## src/rtl/ptts_pkg.sv

```systemverilog
// ----------------------------------------------------------------------------
// ptts_pkg
// Shared types and codes of the periodic task tick scheduler.
// ----------------------------------------------------------------------------
package ptts_pkg;

    localparam int unsigned CMD_W    = 2;
    localparam int unsigned TIME_W   = 32;
    localparam int unsigned ID_W     = 2;
    localparam int unsigned MASK_W   = 4;
    localparam int unsigned ACT_W    = 3;
    localparam int unsigned CFG_IDX_W = 3;
    localparam int unsigned CFG_DATA_W = 32;
    localparam int unsigned PERIOD_N = 4;

    typedef logic [CMD_W-1:0]      t_cmd;
    typedef logic [TIME_W-1:0]     t_time;
    typedef logic [ID_W-1:0]       t_slot_id;
    typedef logic [CFG_IDX_W-1:0]  t_cfg_idx;
    typedef logic [CFG_DATA_W-1:0] t_cfg_data;

    // request commands
    localparam t_cmd CMD_PROCESS = 2'd0;
    localparam t_cmd CMD_ENABLE  = 2'd1;
    localparam t_cmd CMD_DISABLE = 2'd2;
    localparam t_cmd CMD_INIT    = 2'd3;

    // configuration register indexes
    localparam t_cfg_idx REG_ACTIVE_COUNT = 3'd0;
    localparam t_cfg_idx REG_HANDLER_MASK = 3'd1;
    localparam t_cfg_idx REG_START_MASK   = 3'd2;
    localparam t_cfg_idx REG_PERIOD0      = 3'd3;
    localparam t_cfg_idx REG_PERIOD1      = 3'd4;
    localparam t_cfg_idx REG_PERIOD2      = 3'd5;
    localparam t_cfg_idx REG_PERIOD3      = 3'd6;

    // operands handed to the shared elapsed-time compare unit
    typedef struct packed {
        t_time now;
        t_time stamp;
        t_time period;
    } t_due_req;

endpackage

```

## src/rtl/ptts_if.sv

```systemverilog
// ----------------------------------------------------------------------------
// ptts_in_if / ptts_out_if
// Valid/ready channels of the scheduler: command requests in, fire results out.
// ----------------------------------------------------------------------------
interface ptts_in_if;
    logic                 valid;
    logic                 ready;
    ptts_pkg::t_cmd       cmd;
    ptts_pkg::t_time      now_ms;
    ptts_pkg::t_slot_id   slot_id;

    modport source (output valid, cmd, now_ms, slot_id, input ready);
    modport sink   (input valid, cmd, now_ms, slot_id, output ready);
endinterface

interface ptts_out_if;
    logic                 valid;
    logic                 ready;
    ptts_pkg::t_slot_id   fired_slot;
    logic                 last_fire;

    modport source (output valid, fired_slot, last_fire, input ready);
    modport sink   (input valid, fired_slot, last_fire, output ready);
endinterface

```

## src/rtl/ptts_due_unit.sv

```systemverilog
// ----------------------------------------------------------------------------
// ptts_due_unit
// Shared compare unit: wrapping elapsed time against a slot period.
// ----------------------------------------------------------------------------
module ptts_due_unit (
    input  ptts_pkg::t_due_req i_req,
    output logic               o_due
);
    import ptts_pkg::*;

    t_time elapsed;

    // modulo 2^32 subtraction handles timer wrap
    assign elapsed = i_req.now - i_req.stamp;
    assign o_due   = (elapsed >= i_req.period);

endmodule

```

## src/rtl/periodic_task_tick_scheduler.sv

```systemverilog
// ----------------------------------------------------------------------------
// periodic_task_tick_scheduler
// Periodic task slot table with a one-slot-per-cycle process scan.
// ----------------------------------------------------------------------------
// Usage:
//   i_req carries command requests (process, enable, disable, init) with the
//   current millisecond time. o_rsp carries one fire result per due slot of a
//   process request, in slot order, last_fire marking the final one.
//   Configuration is written through i_cfg_we/i_cfg_idx/i_cfg_data while idle.
// Throughput:
//   Enable, disable and init complete in the accept cycle; i_req.ready stays
//   high, so one such request per cycle.
//   A process request with n live slots scans one slot per cycle through the
//   shared compare unit, then emits its fire results one per cycle while
//   o_rsp.ready does not stall the output register.
// Reset:
//   Synchronous, active low. Clears configuration registers, stamps, running
//   flags, the sequencer state and the output valid flag.
// Stall:
//   A single output register holds a result while o_rsp.ready is low; the
//   emit phase waits, and i_req.ready stays low until the last result of the
//   process request is loaded into that register.
// ----------------------------------------------------------------------------
module periodic_task_tick_scheduler #(
    parameter int SLOT_COUNT = 4
) (
    input  logic                  i_clk,
    input  logic                  i_rst_n,
    ptts_in_if.sink               i_req,
    ptts_out_if.source            o_rsp,
    input  logic                  i_cfg_we,
    input  ptts_pkg::t_cfg_idx    i_cfg_idx,
    input  ptts_pkg::t_cfg_data   i_cfg_data
);
    import ptts_pkg::*;

    localparam int SLOT_W = (SLOT_COUNT > 1) ? $clog2(SLOT_COUNT) : 1;
    localparam int CNT_W  = $clog2(SLOT_COUNT + 1);

    localparam logic [1:0] ST_IDLE = 2'd0;
    localparam logic [1:0] ST_SCAN = 2'd1;
    localparam logic [1:0] ST_EMIT = 2'd2;

    // configuration
    logic [ACT_W-1:0]  r_active_count;
    logic [MASK_W-1:0] r_handler_mask;
    logic [MASK_W-1:0] r_start_mask;
    t_time             r_period [PERIOD_N];

    // slot table
    t_time                 r_stamp [SLOT_COUNT];
    logic [SLOT_COUNT-1:0] r_running;

    // sequencer
    logic [1:0]            r_state;
    logic [CNT_W-1:0]      r_idx;
    logic [CNT_W-1:0]      r_live;
    t_time                 r_now;
    logic [SLOT_COUNT-1:0] r_due;

    // output register
    logic     r_out_valid;
    t_slot_id r_out_slot;
    logic     r_out_last;

    logic [CNT_W-1:0]      live_n;
    logic                  in_acc;
    logic                  id_ok;
    logic [SLOT_W-1:0]     id_sel;
    logic [SLOT_W-1:0]     scan_sel;
    logic [ID_W-1:0]       scan_id;
    logic                  scan_act;
    logic                  scan_fire;
    t_due_req              due_req;
    logic                  due_hit;
    logic                  out_load;
    logic [SLOT_W-1:0]     low_sel;
    logic [SLOT_COUNT-1:0] due_rest;

    assign live_n = (r_active_count > ACT_W'(SLOT_COUNT)) ? CNT_W'(SLOT_COUNT)
                                                           : CNT_W'(r_active_count);

    assign i_req.ready = (r_state == ST_IDLE);
    assign in_acc      = i_req.valid && i_req.ready;
    assign id_ok       = (ACT_W'(i_req.slot_id) < ACT_W'(live_n));
    assign id_sel      = SLOT_W'(i_req.slot_id);

    // scan operands
    assign scan_sel  = SLOT_W'(r_idx);
    assign scan_id   = ID_W'(r_idx);
    assign scan_act  = (r_state == ST_SCAN) && (r_idx < r_live);
    assign due_req.now    = r_now;
    assign due_req.stamp  = r_stamp[scan_sel];
    assign due_req.period = r_period[scan_id];

    ptts_due_unit u_due (
        .i_req (due_req),
        .o_due (due_hit)
    );

    assign scan_fire = scan_act && r_running[scan_sel] && r_handler_mask[scan_id] && due_hit;

    // lowest pending fire
    always_comb begin
        low_sel = '0;
        for (int i = SLOT_COUNT - 1; i >= 0; i--) begin
            if (r_due[i]) begin
                low_sel = SLOT_W'(i);
            end
        end
    end
    assign due_rest = r_due & (r_due - SLOT_COUNT'(1));
    assign out_load = (r_state == ST_EMIT) && (!r_out_valid || o_rsp.ready);

    // configuration writes
    always_ff @(posedge i_clk) begin
        if (!i_rst_n) begin
            r_active_count <= '0;
            r_handler_mask <= '0;
            r_start_mask   <= '0;
            for (int i = 0; i < PERIOD_N; i++) begin
                r_period[i] <= '0;
            end
        end else if (i_cfg_we) begin
            unique case (i_cfg_idx)
                REG_ACTIVE_COUNT: r_active_count <= i_cfg_data[ACT_W-1:0];
                REG_HANDLER_MASK: r_handler_mask <= i_cfg_data[MASK_W-1:0];
                REG_START_MASK:   r_start_mask   <= i_cfg_data[MASK_W-1:0];
                REG_PERIOD0:      r_period[0]    <= i_cfg_data;
                REG_PERIOD1:      r_period[1]    <= i_cfg_data;
                REG_PERIOD2:      r_period[2]    <= i_cfg_data;
                REG_PERIOD3:      r_period[3]    <= i_cfg_data;
                default: ;
            endcase
        end
    end

    // slot table
    always_ff @(posedge i_clk) begin
        if (!i_rst_n) begin
            r_running <= '0;
            for (int i = 0; i < SLOT_COUNT; i++) begin
                r_stamp[i] <= '0;
            end
        end else if (in_acc) begin
            unique case (i_req.cmd)
                CMD_INIT: begin
                    for (int i = 0; i < SLOT_COUNT; i++) begin
                        r_stamp[i]   <= i_req.now_ms;
                        r_running[i] <= r_start_mask[i];
                    end
                end
                CMD_ENABLE: begin
                    if (id_ok) begin
                        r_running[id_sel] <= 1'b1;
                        r_stamp[id_sel]   <= i_req.now_ms;
                    end
                end
                CMD_DISABLE: begin
                    if (id_ok) begin
                        r_running[id_sel] <= 1'b0;
                    end
                end
                CMD_PROCESS: ;
                default: ;
            endcase
        end else if (scan_fire) begin
            r_stamp[scan_sel] <= r_now;
        end
    end

    // sequencer
    always_ff @(posedge i_clk) begin
        if (!i_rst_n) begin
            r_state <= ST_IDLE;
            r_idx   <= '0;
            r_live  <= '0;
            r_due   <= '0;
        end else begin
            unique case (r_state)
                ST_IDLE: begin
                    if (in_acc && (i_req.cmd == CMD_PROCESS)) begin
                        r_state <= ST_SCAN;
                        r_idx   <= '0;
                        r_live  <= live_n;
                        r_due   <= '0;
                    end
                end
                ST_SCAN: begin
                    if (scan_act) begin
                        r_idx <= r_idx + CNT_W'(1);
                        if (scan_fire) begin
                            r_due[scan_sel] <= 1'b1;
                        end
                    end else begin
                        r_state <= (r_due != '0) ? ST_EMIT : ST_IDLE;
                    end
                end
                ST_EMIT: begin
                    if (out_load) begin
                        r_due <= due_rest;
                        if (due_rest == '0) begin
                            r_state <= ST_IDLE;
                        end
                    end
                end
                default: r_state <= ST_IDLE;
            endcase
        end
    end

    always_ff @(posedge i_clk) begin
        if (in_acc && (i_req.cmd == CMD_PROCESS)) begin
            r_now <= i_req.now_ms;
        end
    end

    // output register
    always_ff @(posedge i_clk) begin
        if (!i_rst_n) begin
            r_out_valid <= 1'b0;
        end else if (out_load) begin
            r_out_valid <= 1'b1;
        end else if (o_rsp.ready) begin
            r_out_valid <= 1'b0;
        end
    end

    always_ff @(posedge i_clk) begin
        if (out_load) begin
            r_out_slot <= ID_W'(low_sel);
            r_out_last <= (due_rest == '0);
        end
    end

    assign o_rsp.valid      = r_out_valid;
    assign o_rsp.fired_slot = r_out_slot;
    assign o_rsp.last_fire  = r_out_last;

endmodule

```

## src/flat_wrapper.sv

```systemverilog
// flat-port wrapper written by rule: the top's interface ports become plain ports
module periodic_task_tick_scheduler_flat import ptts_pkg::*;
#(
    parameter int SLOT_COUNT = 4
)
  (i_clk, i_rst_n, i_cfg_we, i_cfg_idx, i_cfg_data, i_req_valid, i_req_cmd, i_req_now_ms, i_req_slot_id, i_req_ready, o_rsp_valid, o_rsp_fired_slot, o_rsp_last_fire, o_rsp_ready);
  ptts_in_if i_req_i ();
  ptts_out_if o_rsp_i ();
  input  logic i_clk;
  input  logic i_rst_n;
  input  logic i_cfg_we;
  input  ptts_pkg::t_cfg_idx i_cfg_idx;
  input  ptts_pkg::t_cfg_data i_cfg_data;
  input wire logic [$bits(i_req_i.valid)-1:0] i_req_valid;
  input wire logic [$bits(i_req_i.cmd)-1:0] i_req_cmd;
  input wire logic [$bits(i_req_i.now_ms)-1:0] i_req_now_ms;
  input wire logic [$bits(i_req_i.slot_id)-1:0] i_req_slot_id;
  output wire logic [$bits(i_req_i.ready)-1:0] i_req_ready;
  output wire logic [$bits(o_rsp_i.valid)-1:0] o_rsp_valid;
  output wire logic [$bits(o_rsp_i.fired_slot)-1:0] o_rsp_fired_slot;
  output wire logic [$bits(o_rsp_i.last_fire)-1:0] o_rsp_last_fire;
  input wire logic [$bits(o_rsp_i.ready)-1:0] o_rsp_ready;
  assign i_req_i.valid = i_req_valid;
  assign i_req_i.cmd = i_req_cmd;
  assign i_req_i.now_ms = i_req_now_ms;
  assign i_req_i.slot_id = i_req_slot_id;
  assign i_req_ready = i_req_i.ready;
  assign o_rsp_valid = o_rsp_i.valid;
  assign o_rsp_fired_slot = o_rsp_i.fired_slot;
  assign o_rsp_last_fire = o_rsp_i.last_fire;
  assign o_rsp_i.ready = o_rsp_ready;
  periodic_task_tick_scheduler #(.SLOT_COUNT(SLOT_COUNT)) u_core (.i_clk(i_clk), .i_rst_n(i_rst_n), .i_req(i_req_i), .o_rsp(o_rsp_i), .i_cfg_we(i_cfg_we), .i_cfg_idx(i_cfg_idx), .i_cfg_data(i_cfg_data));
endmodule
```

## config.mk

```make
export PLATFORM = sky130hd
export DESIGN_NAME = periodic_task_tick_scheduler_flat
export DESIGN_NICKNAME = d
export VERILOG_FILES = /design/src/rtl/ptts_pkg.sv /design/src/rtl/ptts_if.sv /design/src/rtl/ptts_due_unit.sv /design/src/rtl/periodic_task_tick_scheduler.sv /design/src/flat_wrapper.sv
export SDC_FILE = /design/constraint.sdc
export NUM_CORES = 1
export LEC_CHECK = 0
export ABC_AREA = 0
export BUFFER_PORTS_ARGS = -buffer_cell sky130_fd_sc_hd__buf_2
export CORE_MARGIN = 2
export CORE_UTILIZATION = 30
export DETAILED_ROUTE_END_ITERATION = 16
export GPL_TIMING_DRIVEN = 0
export PLACE_DENSITY = 0.51
export SLEW_MARGIN = 30
export SYNTH_ARGS = -nofsm -noshare
export SYNTH_HDL_FRONTEND = slang
export SYNTH_SLANG_ARGS = --single-unit
```

## constraint.sdc

```tcl
create_clock -name i_clk -period 7.71 [get_ports i_clk]
set_clock_uncertainty 0.1 [all_clocks]
set_input_delay 1.1565 -clock i_clk [delete_from_list [all_inputs] [get_ports i_clk]]
set_output_delay 1.1565 -clock i_clk [all_outputs]
set_load 0.01 [all_outputs]
```

# Yosys cells after proc, flatten, opt, wreduce, memory -nomap -nowiden
# Memories as Yosys holds them, arrays and structs flattened. A register that Yosys moved wholly into a read port is not among the register bits.
# Cells that the tools add are included.
[totals]
output_inout_bits = 5
n_memories = 2
mem_bits_ro = 0
in_bits = 76
wordCells = 168
ramBits = 256
latchBits = 0
regBits = 63
[memory_table]
columns = ["name", "depth", "word_bits", "rd", "rd_clocked_by_memory_dff", "write_ports", "line", "source"]
rows = [
  ["u_core.r_period", 4, 32, 1, 1, 4, "periodic_task_tick_scheduler.sv:48", "t_time r_period [PERIOD_N];"],
  ["u_core.r_stamp", 4, 32, 1, 1, 4, "periodic_task_tick_scheduler.sv:51", "t_time r_stamp [SLOT_COUNT];"],
]
[op_classes]
div = 0
order_cmp = 8
addsub = 3
mul = 0
n_bitwise = 13
eq_ne = 19
n_shift = 0
n_mux = 79
n_reduce_logical = 31
[ops]
columns = ["op", "n"]
rows = [
  ["32-bit 2-to-1 mux", 10],
  ["32-bit OR reduction", 2],
  ["1-bit 2-to-1 mux", 39],
  ["32-bit greater-or-equal comparator", 1],
  ["32-bit subtractor", 1],
  ["2-bit 2-to-1 mux", 13],
  ["4-bit 2-to-1 mux", 6],
  ["4-bit one-hot mux with 3 select lines", 2],
  ["2-bit by 1-bit inequality test with 1-bit output, second input constant", 5],
  ["3-bit == test, second input constant", 3],
  ["1-bit logical AND", 9],
  ["3-bit 2-to-1 mux", 3],
  ["4-bit bitwise AND", 2],
  ["1-bit OR", 8],
  ["4-bit OR", 2],
  ["2-bit AND reduction", 4],
  ["4-bit AND reduction", 2],
  ["2-bit == test, second input constant", 3],
  ["3-bit by 2-bit == test with 1-bit output, second input constant", 2],
  ["2-bit by 3-bit < comparator with 1-bit output, second input constant", 2],
  ["2-bit inequality test, second input constant", 3],
  ["2-bit one-hot mux with 3 select lines", 1],
  ["3-bit one-hot mux with 2 select lines", 1],
  ["3-bit nonzero test", 2],
  ["other kinds (21)", 27],
]

# Longest topological paths before layout
[logic_depth]
ltp_word = 11
ltp_mapped = 26
mapped_depth_nobuf = 23

# Hierarchy
# A second synthesis with hierarchy kept.
[hier_totals]
hier_cells = 1288
area_unflattened_um2 = 17102.7
[modules_own_cells]
columns = ["module", "seq_area_each_um2", "n_inst", "area_per_inst_um2", "cells_each"]
rows = [
  ["periodic_task_tick_scheduler", 9339.0, 1, 14383.8, 898],
  ["ptts_due_unit", 0.0, 1, 2718.9, 390],
]

# Least setup slack after synthesis
# No wires, ideal clock.
[synth_timing]
path_kind = "register to register"
from = "reg with a tool-made name"
to = "mem u_core.r_stamp[0][0] in the netlist's numbering (enable)"
setup_ns = 0.390
path_slack_ns = 1.060
stages_incl_launch_ff = 24
synth_period_minus_slack_ns = 6.650
path_buffers = 2
required_ns = 7.220
arrival_ns = 6.160
path_cell_list = "dfxtp_1 clkbuf_1 buf_1 mux4_2 inv_1 ha_1 a211o_1 a31o_2 a211oi_1 o21bai_1 a31oi_1 a21oi_1 a21oi_1 o311ai_0 xor2_1 ha_1 nand4_1 or3_1 o21ai_0 a22oi_1 o21ai_2 nand3_4 nor3_4 or3_1"
[synth_lines]
columns = ["item", "line"]
rows = [
  ["end, declared", "periodic_task_tick_scheduler.sv:51"],
]

==> impl_metrics.tcl <==
set metrics [dict create \
    status "completed" \
    coreArea_mm2 0.0552 \
    grt_overflow_total 0 \
    io_buffer_count 80 \
    worstSetupStartpointType "flip-flop" \
    synth_edf_count 291 \
    synthFlopType "edfxtp_1" \
    die_h_um 241 \
    wl_per_cell_um 21.5 \
    ys_seq_area_frac 0.556 \
    finalHoldViolCount 0 \
    max_slew_margin 0.333 \
    post-route-period-util 0.943 \
    drtPass1Iterations 7 \
    tightest_slew_ns 0.993 \
    cp_data_arrival_time_ns 7.41 \
    clock_sink_count 321 \
    clock_latency_ns 0.56 \
    slew_violations 0 \
    routed_wl_mm 46.3 \
    synthArstFlopShare 0 \
    syn-instance-count 1232 \
    nNetsFinal 1533 \
    power_frac_clock 0.413 \
    cts-root-buf "clkbuf_16" \
    place_area_mm2 0.0184 \
    drc 0 \
    dr_total_vias 10643 \
    p_per_area_mw_per_mm2 215 \
    final_core_util 0.358 \
    path_max_fanout 18 \
    swShare 0.242 \
    clock_path_buffers 3 \
    p_leak_nw 7.39 \
    ff2ff_path_depth 24 \
    hold_class "flip-flop to flip-flop" \
    htree_levels 2 \
    dieArea_mm2 0.0579 \
    totalPowerFinal_mw 4.25 \
    grt_setup_unrepaired "no" \
    grt_pass1_wl_mm 69.5 \
    worst_ir_drop_vdd_uv 115 \
    yosys_warnings 0 \
    period_needed_ns 7.27 \
    grt_use_total 0.162 \
    grt_max_degree 33 \
    ant_nets 0 \
    hold_depth 2 \
    drt_iter0_markers 677 \
    cts_hold_buf 0 \
    syn_avg_cell_area_um2 13.6 \
    yosysUniqueCellTypes 65 \
    cts_tree "built" \
    syn_nets 1389 \
    worstHoldStart "u_core.r_live[1]" \
    path_class "flip-flop to flip-flop" \
    p_seq_frac 0.478 \
    path_clk_slew_ns 0.06 \
    p_int_mw 3.22 \
    fin_area_mm2 0.0198 \
    rows 86 \
    combinationalPowerShare 0.109 \
    cap_violations 0 \
    vias_per_cell 4.95 \
    synth-seq-cells 321 \
    p_sw_mw 1.03 \
    setup_violations 0 \
    place_congestion 0.795 \
    numCtsBuffers 38 \
    end_kind "flip-flop" \
    crit_required_ns 7.85 \
    drive_above_1_share 0.259 \
    fp.dieW_um 241 \
    syn_area_mm2 0.0168 \
    ioPinCount 81 \
    initial_core_util 0.304 \
    grt_pass1_vias 11232 \
    fmax_mhz 138 \
    area_growth_pct 17.7 \
    antenna_found_initial 8 \
    place_hpwl_mm 31.4 \
]
-- synth_stat cells, types with 3 or more instances --
cell	count	area [um2]
edfxtp_1	291	8740
and2_1	128	801
a22o_2	88	881
inv_1	84	315
ha_1	80	1000
mux4_2	64	1440
nor2_1	57	214
a21oi_1	47	235
a22o_1	40	350
clkbuf_1	35	131
dfxtp_1	30	601
a21o_1	28	210
nand2_1	28	105
o21ai_0	28	140
xnor2_1	18	158
nand2b_1	15	93.8
mux2i_1	13	130
buf_6	12	135
nand3_1	12	60.1
xor2_1	10	87.6
nand4_1	8	50.1
nor3_1	8	40.0
o21a_1	8	60.1
a211oi_1	7	52.6
nor2b_1	7	43.8
o21bai_1	7	52.6
and3_1	6	37.5
buf_1	6	22.5
or3_1	6	37.5
o211ai_1	5	37.5
a31oi_1	4	25.0
nor3_4	4	65.1
o21ai_1	4	20.0
o221a_2	4	45.0
buf_2	3	15.0
-- layer usage --
layer	part of all wire	track usage	wire [um]	vias up
li1	-	-	-	5026
met1	0.44	0.209	20300	5348
met2	0.50	0.282	23100	191
met3	0.039	0.0229	1780	70
met4	0.024	0.0504	1120	8
met5	0.0011	0	50	-
-- registers in the layout, indices dropped and copies added (netlist names), named ones only --
| register | count |
|---|---|
| u_core.o_rsp.fired_slot | 2 |
| u_core.r_live | 3 |
| u_core.r_period | 128 |
| u_core.r_handler_mask | 4 |
| u_core.r_running | 4 |
| u_core.o_rsp.last_fire | 1 |
| u_core.r_idx | 3 |
| u_core.r_stamp | 128 |
| u_core.r_active_count | 3 |
| u_core.r_state | 2 |
| u_core.r_now | 32 |
| u_core.r_start_mask | 4 |
| u_core.r_due | 4 |
| u_core.o_rsp.valid | 1 |
-- cells in the final DEF (no fill, tap or decap), types with 37 or more instances in the layout --
master / netlist / routed
a22o_1: 40 / 40
edfxtp_1: 291 / 291
ha_1: 80 / 80
and2_1: 128 / 128
a21oi_1: 47 / 47
buf_2: 3 / 85
mux4_2: 64 / 64
nor2_1: 57 / 57
a22o_2: 88 / 88
clkbuf_1: 35 / 37
clkbuf_16: 0 / 39
inv_1: 84 / 83
-- cells by family (layout without fill, tap and decap cells) --
logic type,count (synthesis),after routing,synth area share
xor gates and xnor gates,28,28,0.0146
buffers and inverters,142,308,0.0374
DFF,321,321,0.556
and+or+nand+nor,287,290,0.0963
muxes,77,77,0.0936
AOI/OAI and AO/OA,295,295,0.140
adders and majority gates,82,82,0.0614
other,0,3,0
-- power groups by stage --
stage	Combinational [mW]	Sequential, mW	Clock (mW)
6_report	0.464	2.03	1.75
5_1_grt	0.514	2.04	1.86
3_5_place_dp	0.462	2.07	0
2_1_floorplan	0.291	2.06	0
4_1_cts	0.469	2.03	1.79
3_3_place_gp	0.438	2.07	0
-- path summary, 6_finish.rpt --
kind | end | slack [ns]
setup / recovery | u_core.r_stamp[3][27] | 0.44
hold / removal | u_core.r_live[1] | 0.37
setup reg to reg | u_core.r_stamp[3][27] | 0.44
hold reg to reg | u_core.r_live[1] | 0.37
-- final cells by class --
cell class              count  area [um2]
fillers                  5325       35400
flip-flops and latches    321        9340
multi-input cells         772        6920
clock buffers              46        1010
well taps                 748         936
repair buffers            103         721
inverters                  85         322
plain buffers              55         317
clock inverters            19         178
diodes                      3        7.51
-- metrics by stage --
stage	hold WS, ns	cells	worst slack [ns]	TNS (ns)
after floorplan	0.336	1232	1.06	0
after CTS	0.375	2136	0.0477	0
after global placement	0.353	2060	-2.02	-286.69
after detailed placement	0.367	2070	-0.791	-123.70
final	0.372	2152	0.443	0
after global routing	0.397	2151	0.0126	0
-- worst max-delay path, stage by stage, from the launching register on --
cell	delay [ns]
dfxtp_2	0.53
buf_4	0.34
mux4_2	0.55
ha_1	0.23
inv_1	0.08
fa_1	0.21
a21o_1	0.15
a31o_2	0.18
a211oi_1	0.09
o21bai_1	0.31
a31oi_1	0.20
a21oi_1	0.38
a21oi_1	0.16
o311ai_0	0.52
xor2_1	0.15
ha_1	0.33
nand4_1	0.25
or3_1	0.38
o21ai_0	0.34
a22oi_1	0.17
o21ai_2	0.21
nand3_4	0.21
nor3_4	0.28
or3_4	0.35
buf_12	0.23
-- what timing repair did --
action	CTS	global route
cloned	3	0
buffers inserted	0	13
pin swaps	3	4
resized for setup	12	1
endpoints found under the setup margin	256	128
Power figures use the tool's default switching activity.
